<file path="config.mk">
export PLATFORM = sky130hd
export DESIGN_NAME = thermal_power_limit_regulator
export DESIGN_NICKNAME = d
export VERILOG_FILES = /design/src/tplr_pkg.sv /design/src/tplr_ctrl.sv /design/src/tplr_datapath.sv /design/src/thermal_power_limit_regulator.sv
export SDC_FILE = /design/constraint.sdc
export NUM_CORES = 1
export LEC_CHECK = 0
export ABC_AREA = 0
export BUFFER_PORTS_ARGS = -buffer_cell sky130_fd_sc_hd__buf_2
export CORE_MARGIN = 1.5
export CORE_UTILIZATION = 43
export CTS_CLUSTER_DIAMETER = 50
export CTS_CLUSTER_SIZE = 40
export DETAILED_ROUTE_END_ITERATION = 7
export GPL_TIMING_DRIVEN = 0
export MAX_ROUTING_LAYER = met4
export PLACE_DENSITY = 0.71
export SYNTH_ARGS = -nofsm -noshare
export SYNTH_HDL_FRONTEND = slang
export SYNTH_SLANG_ARGS = --single-unit
</file>
<file path="constraint.sdc">
create_clock -name clock -period 11.7 [get_ports clock]
set_clock_uncertainty 0.1 [all_clocks]
set_input_delay 0.585 -clock clock [delete_from_list [all_inputs] [get_ports clock]]
set_output_delay 0.585 -clock clock [all_outputs]
set_load 0.05 [all_outputs]
</file>
<file path="src/tplr_pkg.sv">
`timescale 1ns / 1ps
`default_nettype none
package tplr_pkg;
   localparam int HistDepth = 6;
   localparam int MinSamples = 3;
   localparam int CooldownLength = 2;
   localparam int CntW = $clog2(HistDepth + 1);
   localparam int CoolW = (CooldownLength > 1) ? $clog2(CooldownLength + 1) : 1;
   localparam int IdxW = (HistDepth > 1) ? $clog2(HistDepth) : 1;
   // weighted sum up to 127*W, W <= 21
   localparam int SumW = 16;
   localparam int QuoW = 8;

   localparam logic [1:0] MODE_MAX = 2'd1;
   localparam logic [1:0] MODE_REG = 2'd2;

   localparam logic [2:0] REG_MODE = 3'd0;
   localparam logic [2:0] REG_TARGET = 3'd1;
   localparam logic [2:0] REG_PMIN = 3'd2;
   localparam logic [2:0] REG_PMAX = 3'd3;
   localparam logic [2:0] REG_INIT = 3'd4;

   localparam logic [2:0] ACT_IDLE = 3'd0;
   localparam logic [2:0] ACT_MAX = 3'd1;
   localparam logic [2:0] ACT_BRAKE = 3'd2;
   localparam logic [2:0] ACT_STEP = 3'd3;
   localparam logic [2:0] ACT_COOL = 3'd4;
   localparam logic [2:0] ACT_DEAD = 3'd5;
   localparam logic [2:0] ACT_FEW = 3'd6;
   localparam logic [2:0] ACT_CLAMP = 3'd7;

   typedef enum logic [2:0] {
      ST_IDLE, ST_TAKE, ST_SUM, ST_DIV1, ST_DECIDE, ST_DIV2, ST_FINISH, ST_OUT
   } state_type;

   typedef struct packed {
      logic start;      // latch request, clear accumulators
      logic take;       // push sample into history
      logic sum_step;   // accumulate one history entry
      logic div_start;  // start divider (0 avg, 1 step)
      logic div_sel;
      logic div_step;
      logic decide;     // evaluate brake/deadband
      logic finish;     // apply step result
      logic out_load;
   } cmd_type;

   typedef struct packed {
      logic sum_done;
      logic div_done;
      logic need_div;   // decide needs the step divider
   } sts_type;
endpackage
`default_nettype wire

</file>
<file path="src/tplr_ctrl.sv">
`timescale 1ns / 1ps
`default_nettype none
module tplr_ctrl (
   input  wire logic               clock,
   input  wire logic               reset,
   input  wire logic               req_fire,
   input  wire logic               out_free,
   input  wire tplr_pkg::sts_type  sts,
   output tplr_pkg::cmd_type       cmd,
   output logic                    busy
);
   tplr_pkg::state_type state_ff, state_in;

   always_ff @(posedge clock) begin
      if (reset) state_ff <= tplr_pkg::ST_IDLE;
      else state_ff <= state_in;
   end

   always_comb begin
      state_in = state_ff;
      cmd = '0;
      busy = (state_ff != tplr_pkg::ST_IDLE);
      case (state_ff)
         tplr_pkg::ST_IDLE: begin
            if (req_fire) begin
               cmd.start = 1'b1;
               state_in = tplr_pkg::ST_TAKE;
            end
         end
         tplr_pkg::ST_TAKE: begin
            cmd.take = 1'b1;
            state_in = tplr_pkg::ST_SUM;
         end
         tplr_pkg::ST_SUM: begin
            cmd.sum_step = 1'b1;
            if (sts.sum_done) begin
               cmd.div_start = 1'b1;
               state_in = tplr_pkg::ST_DIV1;
            end
         end
         tplr_pkg::ST_DIV1: begin
            cmd.div_step = 1'b1;
            if (sts.div_done) state_in = tplr_pkg::ST_DECIDE;
         end
         tplr_pkg::ST_DECIDE: begin
            cmd.decide = 1'b1;
            if (sts.need_div) begin
               cmd.div_start = 1'b1;
               cmd.div_sel = 1'b1;
               state_in = tplr_pkg::ST_DIV2;
            end else begin
               state_in = tplr_pkg::ST_OUT;
            end
         end
         tplr_pkg::ST_DIV2: begin
            cmd.div_step = 1'b1;
            if (sts.div_done) state_in = tplr_pkg::ST_FINISH;
         end
         tplr_pkg::ST_FINISH: begin
            cmd.finish = 1'b1;
            state_in = tplr_pkg::ST_OUT;
         end
         tplr_pkg::ST_OUT: begin
            if (out_free) begin
               cmd.out_load = 1'b1;
               state_in = tplr_pkg::ST_IDLE;
            end
         end
         default: state_in = tplr_pkg::ST_IDLE;
      endcase
   end
endmodule
`default_nettype wire

</file>
<file path="src/tplr_datapath.sv">
`timescale 1ns / 1ps
`default_nettype none
module tplr_datapath (
   input  wire logic              clock,
   input  wire logic              reset,
   input  wire tplr_pkg::cmd_type cmd,
   output tplr_pkg::sts_type      sts,
   input  wire logic              csr_en,
   input  wire logic [2:0]        csr_index,
   input  wire logic [9:0]        csr_data,
   input  wire logic [6:0]        in_temp,
   input  wire logic              in_valid,
   output logic                   res_change,
   output logic [9:0]             res_power,
   output logic [2:0]             res_action,
   output logic [6:0]             res_avg
);
   localparam int SW = tplr_pkg::SumW;
   localparam int QW = tplr_pkg::QuoW;
   localparam int CW = tplr_pkg::CntW;
   localparam int KW = tplr_pkg::CoolW;

   logic [1:0] mode_ff;
   logic [6:0] target_ff;
   logic [9:0] pmin_ff, pmax_ff;
   logic [6:0] hist_ff [tplr_pkg::HistDepth];
   logic [CW-1:0] count_ff;
   logic [KW-1:0] cool_ff;
   logic [9:0] power_ff;
   logic [6:0] temp_ff;
   logic valid_ff;
   logic [CW-1:0] idx_ff;
   logic [SW-1:0] s_ff, w_ff;
   logic [SW+2:0] rem_ff, dvs_ff;
   logic [QW-1:0] quo_ff;
   logic [3:0] dcnt_ff;
   logic [6:0] avg_ff;
   logic [2:0] act_ff;
   logic chg_ff, neg_ff;

   logic brake_ok, take_ok;
   logic [10:0] brake_next;
   logic signed [SW+3:0] err;
   logic [SW+2:0] mag, lw;
   logic [9:0] res_power_next;

   assign take_ok = valid_ff && (mode_ff == tplr_pkg::MODE_REG);
   assign lw = (SW+3)'(temp_ff) * (SW+3)'(w_ff);

   always_ff @(posedge clock) begin
      if (reset) begin
         mode_ff <= '0; target_ff <= 7'd70; pmin_ff <= 10'd100;
         pmax_ff <= 10'd400; power_ff <= 10'd150;
         count_ff <= '0; cool_ff <= '0;
      end else begin
         if (csr_en) begin
            case (csr_index)
               tplr_pkg::REG_MODE: begin
                  mode_ff <= csr_data[1:0]; count_ff <= '0; cool_ff <= '0;
               end
               tplr_pkg::REG_TARGET: begin
                  target_ff <= csr_data[6:0]; count_ff <= '0; cool_ff <= '0;
               end
               tplr_pkg::REG_PMIN: pmin_ff <= csr_data;
               tplr_pkg::REG_PMAX: pmax_ff <= csr_data;
               tplr_pkg::REG_INIT: power_ff <= csr_data;
               default: ;
            endcase
         end
         if (cmd.take && take_ok && count_ff < CW'(tplr_pkg::HistDepth))
            count_ff <= count_ff + 1'b1;
         if (cmd.decide) begin
            if (!valid_ff) ;
            else if (mode_ff == tplr_pkg::MODE_MAX) power_ff <= pmax_ff;
            else if (take_ok) begin
               if (brake_ok) begin
                  power_ff <= brake_next[9:0];
                  cool_ff <= KW'(tplr_pkg::CooldownLength);
               end else if (count_ff >= CW'(tplr_pkg::MinSamples) && cool_ff != '0)
                  cool_ff <= cool_ff - 1'b1;
            end
         end
         if (cmd.finish && res_power_next != power_ff) begin
            power_ff <= res_power_next;
            cool_ff <= KW'(tplr_pkg::CooldownLength);
         end
      end
   end

   // history shift, sample push in the take cycle
   always_ff @(posedge clock) begin
      if (cmd.take && take_ok) begin
         if (count_ff < CW'(tplr_pkg::HistDepth))
            hist_ff[count_ff[tplr_pkg::IdxW-1:0]] <= temp_ff;
         else begin
            for (int i = 0; i < tplr_pkg::HistDepth - 1; i++) hist_ff[i] <= hist_ff[i+1];
            hist_ff[tplr_pkg::HistDepth-1] <= temp_ff;
         end
      end
   end

   // brake evaluation
   logic [7:0] over;
   logic [6:0] bstep;
   always_comb begin
      over = {1'b0, temp_ff} - {1'b0, target_ff};
      if (over[7] || over < 8'd2) bstep = 7'd0;
      else if (over * 3 < 5) bstep = 7'd5;
      else if (over > 8'd10) bstep = 7'd30;
      else bstep = 7'(over * 3);
      if ({1'b0, power_ff} < 11'(bstep) + 11'(pmin_ff)) brake_next = {1'b0, pmin_ff};
      else brake_next = {1'b0, power_ff} - 11'(bstep);
      brake_ok = (bstep != 0) && (brake_next < {1'b0, power_ff});
   end

   // error numerator
   always_comb begin
      logic [SW+2:0] e;
      if (lw > (SW+3)'(s_ff)) e = lw + (SW+3)'(s_ff);
      else e = (SW+3)'(s_ff) << 1;
      err = $signed({1'b0, e})
            - $signed({1'b0, (SW+3)'(target_ff) * (SW+3)'(w_ff) * (SW+3)'(2)});
      mag = err[SW+3] ? (SW+3)'(-err) : err[SW+2:0];
   end

   // step apply
   always_comb begin
      logic [QW-1:0] st;
      logic [11:0] nx;
      st = (quo_ff < 5) ? QW'(5) : (quo_ff > 30) ? QW'(30) : quo_ff;
      if (neg_ff) nx = (12'(power_ff) < 12'(st)) ? 12'd0 : 12'(power_ff) - 12'(st);
      else nx = 12'(power_ff) + 12'(st);
      // negative result below any power_min clamps up to power_min
      if (neg_ff && 12'(power_ff) < 12'(st)) nx = 12'd0;
      if (nx > 12'(pmax_ff)) nx = 12'(pmax_ff);
      if (nx < 12'(pmin_ff)) nx = 12'(pmin_ff);
      res_power_next = nx[9:0];
   end

   assign sts.sum_done = (idx_ff >= count_ff);
   assign sts.div_done = (dcnt_ff == 4'd0);
   assign sts.need_div = take_ok && !brake_ok && count_ff >= CW'(tplr_pkg::MinSamples)
                         && cool_ff == '0 && 2 * (SW+4)'(mag) > 6 * (SW+4)'(w_ff);

   always_ff @(posedge clock) begin
      if (cmd.start) begin
         temp_ff <= in_temp; valid_ff <= in_valid;
         idx_ff <= '0; s_ff <= '0; w_ff <= '0; chg_ff <= 1'b0; act_ff <= tplr_pkg::ACT_IDLE;
      end
      if (cmd.sum_step && !sts.sum_done) begin
         s_ff <= s_ff + SW'(hist_ff[idx_ff[tplr_pkg::IdxW-1:0]]) * SW'(idx_ff + 1'b1);
         w_ff <= w_ff + SW'(idx_ff + 1'b1);
         idx_ff <= idx_ff + 1'b1;
      end
      if (cmd.div_start) begin
         dcnt_ff <= 4'(QW);
         quo_ff <= '0;
         if (cmd.div_sel) begin
            rem_ff <= (SW+3)'(5 * mag); dvs_ff <= (SW+3)'(w_ff) << 2;
         end else begin
            rem_ff <= (SW+3)'(s_ff); dvs_ff <= (SW+3)'(w_ff);
         end
      end else if (cmd.div_step && dcnt_ff != 0) begin
         if ((SW+3+QW)'(rem_ff) >= ((SW+3+QW)'(dvs_ff) << (dcnt_ff - 4'd1))) begin
            rem_ff <= (SW+3)'((SW+3+QW)'(rem_ff) - ((SW+3+QW)'(dvs_ff) << (dcnt_ff - 4'd1)));
            quo_ff[3'(dcnt_ff - 4'd1)] <= 1'b1;
         end
         dcnt_ff <= dcnt_ff - 1'b1;
      end
      if (cmd.decide) begin
         avg_ff <= (w_ff == 0) ? 7'd0 : quo_ff[6:0];
         neg_ff <= !err[SW+3];
         if (!valid_ff) act_ff <= tplr_pkg::ACT_IDLE;
         else if (mode_ff == tplr_pkg::MODE_MAX) begin
            act_ff <= tplr_pkg::ACT_MAX; chg_ff <= (power_ff != pmax_ff);
         end else if (!take_ok) act_ff <= tplr_pkg::ACT_IDLE;
         else if (brake_ok) begin
            act_ff <= tplr_pkg::ACT_BRAKE; chg_ff <= 1'b1;
         end else if (count_ff < CW'(tplr_pkg::MinSamples)) act_ff <= tplr_pkg::ACT_FEW;
         else if (cool_ff != '0) act_ff <= tplr_pkg::ACT_COOL;
         else if (sts.need_div) act_ff <= tplr_pkg::ACT_STEP;
         else act_ff <= tplr_pkg::ACT_DEAD;
      end
      if (cmd.finish) begin
         if (res_power_next == power_ff) act_ff <= tplr_pkg::ACT_CLAMP;
         else chg_ff <= 1'b1;
      end
   end

   assign res_change = chg_ff;
   assign res_power = power_ff;
   assign res_action = act_ff;
   assign res_avg = avg_ff;
endmodule
`default_nettype wire

</file>
<file path="src/thermal_power_limit_regulator.sv">
`timescale 1ns / 1ps
`default_nettype none
// Flow: a request is taken in idle, then passes take, history sum, average divide and
// decide, plus a second divide and finish when a proportional step is computed, then output.
// Throughput: one request at a time; the next request is taken only once the last response
// is loaded, so it waits on the history sum and the bit-serial divider, and on rsp_tready
// while the response register is still full.
// Reset: synchronous, active high; registers take their documented defaults,
// history fill and cooldown clear, current power loads the initial power.
module thermal_power_limit_regulator (
   input  wire logic        clock,
   input  wire logic        reset,
   input  wire logic        req_tvalid,
   output logic             req_tready,
   input  wire logic [7:0]  req_tdata,   // [6:0] temp
   input  wire logic        req_tuser,   // temp_valid
   output logic             rsp_tvalid,
   input  wire logic        rsp_tready,
   output logic [15:0]      rsp_tdata,   // [0] power_change, [10:1] new_power, [13:11] action
   output logic [6:0]       rsp_tuser,   // avg_temp
   input  wire logic        csr_en,
   input  wire logic [2:0]  csr_index,
   input  wire logic [9:0]  csr_data
);
   tplr_pkg::cmd_type cmd;
   tplr_pkg::sts_type sts;
   logic busy, req_fire, out_free;
   logic chg, vld_ff;
   logic [9:0] pw;
   logic [2:0] act;
   logic [6:0] avg;
   logic [15:0] data_ff;
   logic [6:0] user_ff;

   assign req_tready = !busy;
   assign req_fire = req_tvalid && req_tready;
   assign out_free = !vld_ff || rsp_tready;

   tplr_ctrl u_ctrl (.clock, .reset, .req_fire, .out_free, .sts, .cmd, .busy);

   tplr_datapath u_dp (
      .clock, .reset, .cmd, .sts, .csr_en, .csr_index, .csr_data,
      .in_temp(req_tdata[6:0]), .in_valid(req_tuser),
      .res_change(chg), .res_power(pw), .res_action(act), .res_avg(avg)
   );

   always_ff @(posedge clock) begin
      if (reset) vld_ff <= 1'b0;
      else if (cmd.out_load) vld_ff <= 1'b1;
      else if (rsp_tready) vld_ff <= 1'b0;
   end

   always_ff @(posedge clock) begin
      if (cmd.out_load) begin
         data_ff <= {2'b00, act, pw, chg};
         user_ff <= avg;
      end
   end

   assign rsp_tvalid = vld_ff;
   assign rsp_tdata = data_ff;
   assign rsp_tuser = user_ff;

   a_no_accept_busy: assert property (@(posedge clock) disable iff (reset)
      busy |-> !req_tready) else $error("request taken while busy");
   a_load_once: assert property (@(posedge clock) disable iff (reset)
      cmd.out_load |=> !busy) else $error("controller stayed busy after load");
   a_hold: assert property (@(posedge clock) disable iff (reset)
      rsp_tvalid && !rsp_tready |=> $stable(rsp_tdata)) else $error("response changed");
endmodule
`default_nettype wire

</file>
==> impl_metrics.json <==
{
  "outcome": "complete, no violations",
  "synth_ff_type": "edfxtp_1",
  "worst_path_max_delay_cell": "or4_4",
  "syn_to_final_growth_pct": 15.56,
  "max_slew_margin": 0.1466,
  "drt-initial-drc-count": 1844,
  "drive_above_1_share": 0.1361,
  "most-common-layout-cells": "inv_1 (376), nand2_1 (364), ha_1 (303)",
  "die_h_um": 255.7,
  "rsz0062_at_grt": "yes",
  "cts_root_buffer": "clkbuf_16",
  "grt_max_degree": 36,
  "cp-end-kind": "flop",
  "ys_ff_latch": 232,
  "die_area_um2": 65380,
  "dp.cells": 4082,
  "reg2reg_depth": 45,
  "cts.sink_count": 232,
  "postRouteWirelength_um": 81090,
  "min_path_cells": 1,
  "cp_max_fo": 10,
  "htreeDepth": 1,
  "num_vias": 23781,
  "worstSkewPairLatency_ps": 600,
  "hold_viol": 0,
  "pin_count": 52,
  "required_ps": 11950,
  "avgSynthCellArea_um2": 8.667,
  "dp_hpwl_um": 62560,
  "ys_async_sr_fraction": 0,
  "critPathMaxStageDelay_ps": 560,
  "first_global_vias": 22408,
  "yosysUniqueCellTypes": 103,
  "cts_buffers": 30,
  "postSynthCellCount": 3168,
  "tightest_slew_ps": 1280,
  "die_x_um": 255.7,
  "synthesis.area_um2": 27460,
  "port_buffers": 47,
  "core_area_um2": 63080,
  "wl_per_cell_um": 19.05,
  "yosys_warnings": 0,
  "holdPathEnd": "u_dp.temp_ff[5]",
  "critPathKind": "flop to flop",
  "first_pass_iters": 6,
  "rrSetupSlack_ps": 110,
  "hold_class": "input pin to flop",
  "antenna_found_initial": 2,
  "start_util": 0.4353,
  "maxCapViolCount": 0,
  "period_minus_slack_ps": 11590,
  "rows": 92,
  "crit-reg2reg-launch": "u_dp.temp_ff[2]",
  "cp_top_family": "simple AND/OR/NAND/NOR gates",
  "cp-start-kind": "flop",
  "vias_per_cell": 5.586,
  "final_nets": 3885,
  "setup_viol": 0,
  "seq_area_frac_synth": 0.2293,
  "fmaxAchievable_mhz": 86.26,
  "setup_ws_ps": 107.2,
  "route.antenna.remaining_nets": 0,
  "worstPathArrival_ps": 11850,
  "cts_tree": "yes",
  "ctsLongestPathBuffers": 3,
  "pre_cts_slack_ps": -2258,
  "synth-edff-count": 165,
  "grt_usage": 0.2461,
  "grt-ovfl-total": 0,
  "cpMostUsedCell": "fa_1",
  "drc": 0,
  "final_common_cell": "inv_1",
  "final_max_slew_viol_count": 0,
  "hp-start": "req_tdata[5]",
  "r2r_end": "u_dp.rem_ff[5]",
  "grt_pass1_wl_um": 124000,
  "gp_congestion": 0.9875,
  "clk_pin_slew_worst_paths_ps": 70,
  "instances_no_fill": 4257,
  "cp_num_buf_inv": 7,
  "timing.final.crit_share": 0.9908
}
[cells by family (layout without fill, tap and decap cells)]
group,count (synthesis),count (layout),synth area share
AND/OR/NAND/NOR,985,988,0.1694
AO/OA/AOI/OAI,667,668,0.1610
buffers and inverters,500,717,0.07013
adder cells (fa/ha/maj),473,473,0.2579
flip-flops,232,232,0.2293
XOR/XNOR,215,215,0.06936
multiplexers,94,94,0.04265
other,2,24,0.0002735
[per-stage QoR]
stage / setup TNS [ps] / area [um^2] / util / hold slack (ps)
after floorplan: 0 / 27530 / - / 300.3
after global placement: -166380 / 28830 / 0.4570 / 304.2
after detailed placement: -173430 / 28850 / 0.4573 / 304.5
after CTS: 0 / 30780 / 0.4880 / 49.18
after global routing: -18550 / 31730 / 0.5030 / 47.81
final: 0 / 31730 / 0.5030 / 68.76
[sequential cells by signal, indices dropped and copies added, names as in the netlist, 4 cells and up, named ones only]
signal and cells:
rsp_tdata 14, rsp_tuser 7, u_dp.dcnt_ff 4, u_dp.dvs_ff 18, u_dp.hist_ff 56, u_dp.pmax_ff 10
u_dp.pmin_ff 10, u_dp.quo_ff 8, u_dp.rem_ff 19, u_dp.res_avg 7, u_dp.res_power 10, u_dp.s_ff 16
u_dp.target_ff 7, u_dp.temp_ff 7, u_dp.w_ff 16
[area by class of cell]
cell class | instances | area [um^2]
Timing Repair Buffer | 162 | 1181
Inverter | 386 | 1451
Multi-Input combinational cell | 2460 | 19960
Sequential cell | 232 | 6297
Buffer | 113 | 671.9
Clock inverter | 24 | 314.1
Fill cell | 5913 | 31350
Clock buffer | 32 | 789.5
Antenna cell | 2 | 5.005
Tap cell | 846 | 1059
[routing by layer]
| metal | track usage | share of wire | vias up |
|---|---|---|---|
| met1 | 0.3210 | 0.42 | 11394 |
| li1 | - | - | 11345 |
| met4 | 0.09862 | 0.048 | 0 |
| met3 | 0.02743 | 0.075 | 192 |
| met2 | 0.3909 | 0.46 | 850 |
| met5 | - | 0 | - |
[synthesized netlist by cell type (all sizes together), types with 9 or more instances]
cell     number  area share
dfxtp        67       0.049
edfxtp      165        0.18
or3          23      0.0052
a21oi       186       0.034
nor3         47      0.0087
xor2         63       0.020
a311oi        9      0.0029
xnor2       151       0.048
or2          18      0.0041
inv         383       0.052
mux2         24      0.0098
nor2        235       0.032
a21o         66       0.018
mux4         16       0.013
nor2b        43      0.0098
mux2i        54       0.020
buf          27      0.0055
and3         23      0.0052
fa          155        0.11
ha          318        0.14
o21bai       30      0.0082
o21ai       152       0.028
a211oi       21      0.0067
o221ai       11      0.0040
and2         92       0.021
clkbuf       87       0.012
a211o        11      0.0035
a31oi        26      0.0067
o211ai       24      0.0066
o31ai        12      0.0035
nand4        19      0.0043
nand2b       30      0.0068
a2111oi      10      0.0034
nand3        40      0.0073
o21a         20      0.0055
nand2       366       0.050
[timing repair]
item                                    CTS  global route
pin swaps                                43            72
gates resized for setup                 115           158
setup buffers                            56            58
endpoints found under the setup margin   91           101
hold buffers                              0             0
cloned                                    3             2
[how the worst max path moves through the flow]
stage / endpoint / depth (start not counted) / from
2_1_floorplan: u_dp.rem_ff[17] / 49 / u_dp.w_ff[2]
3_3_place_gp: u_dp.rem_ff[12] / 47 / u_dp.w_ff[2]
3_5_place_dp: u_dp.rem_ff[12] / 47 / u_dp.w_ff[2]
4_1_cts: u_dp.rem_ff[17] / 51 / u_dp.temp_ff[3]
5_1_grt: u_dp.rem_ff[6] / 51 / u_dp.temp_ff[2]
6_report: u_dp.rem_ff[5] / 45 / u_dp.temp_ff[2]
Power is left out: the tool's default activity adds up to more than one toggle a clock period on the data nets, which glitch-free logic cannot reach.
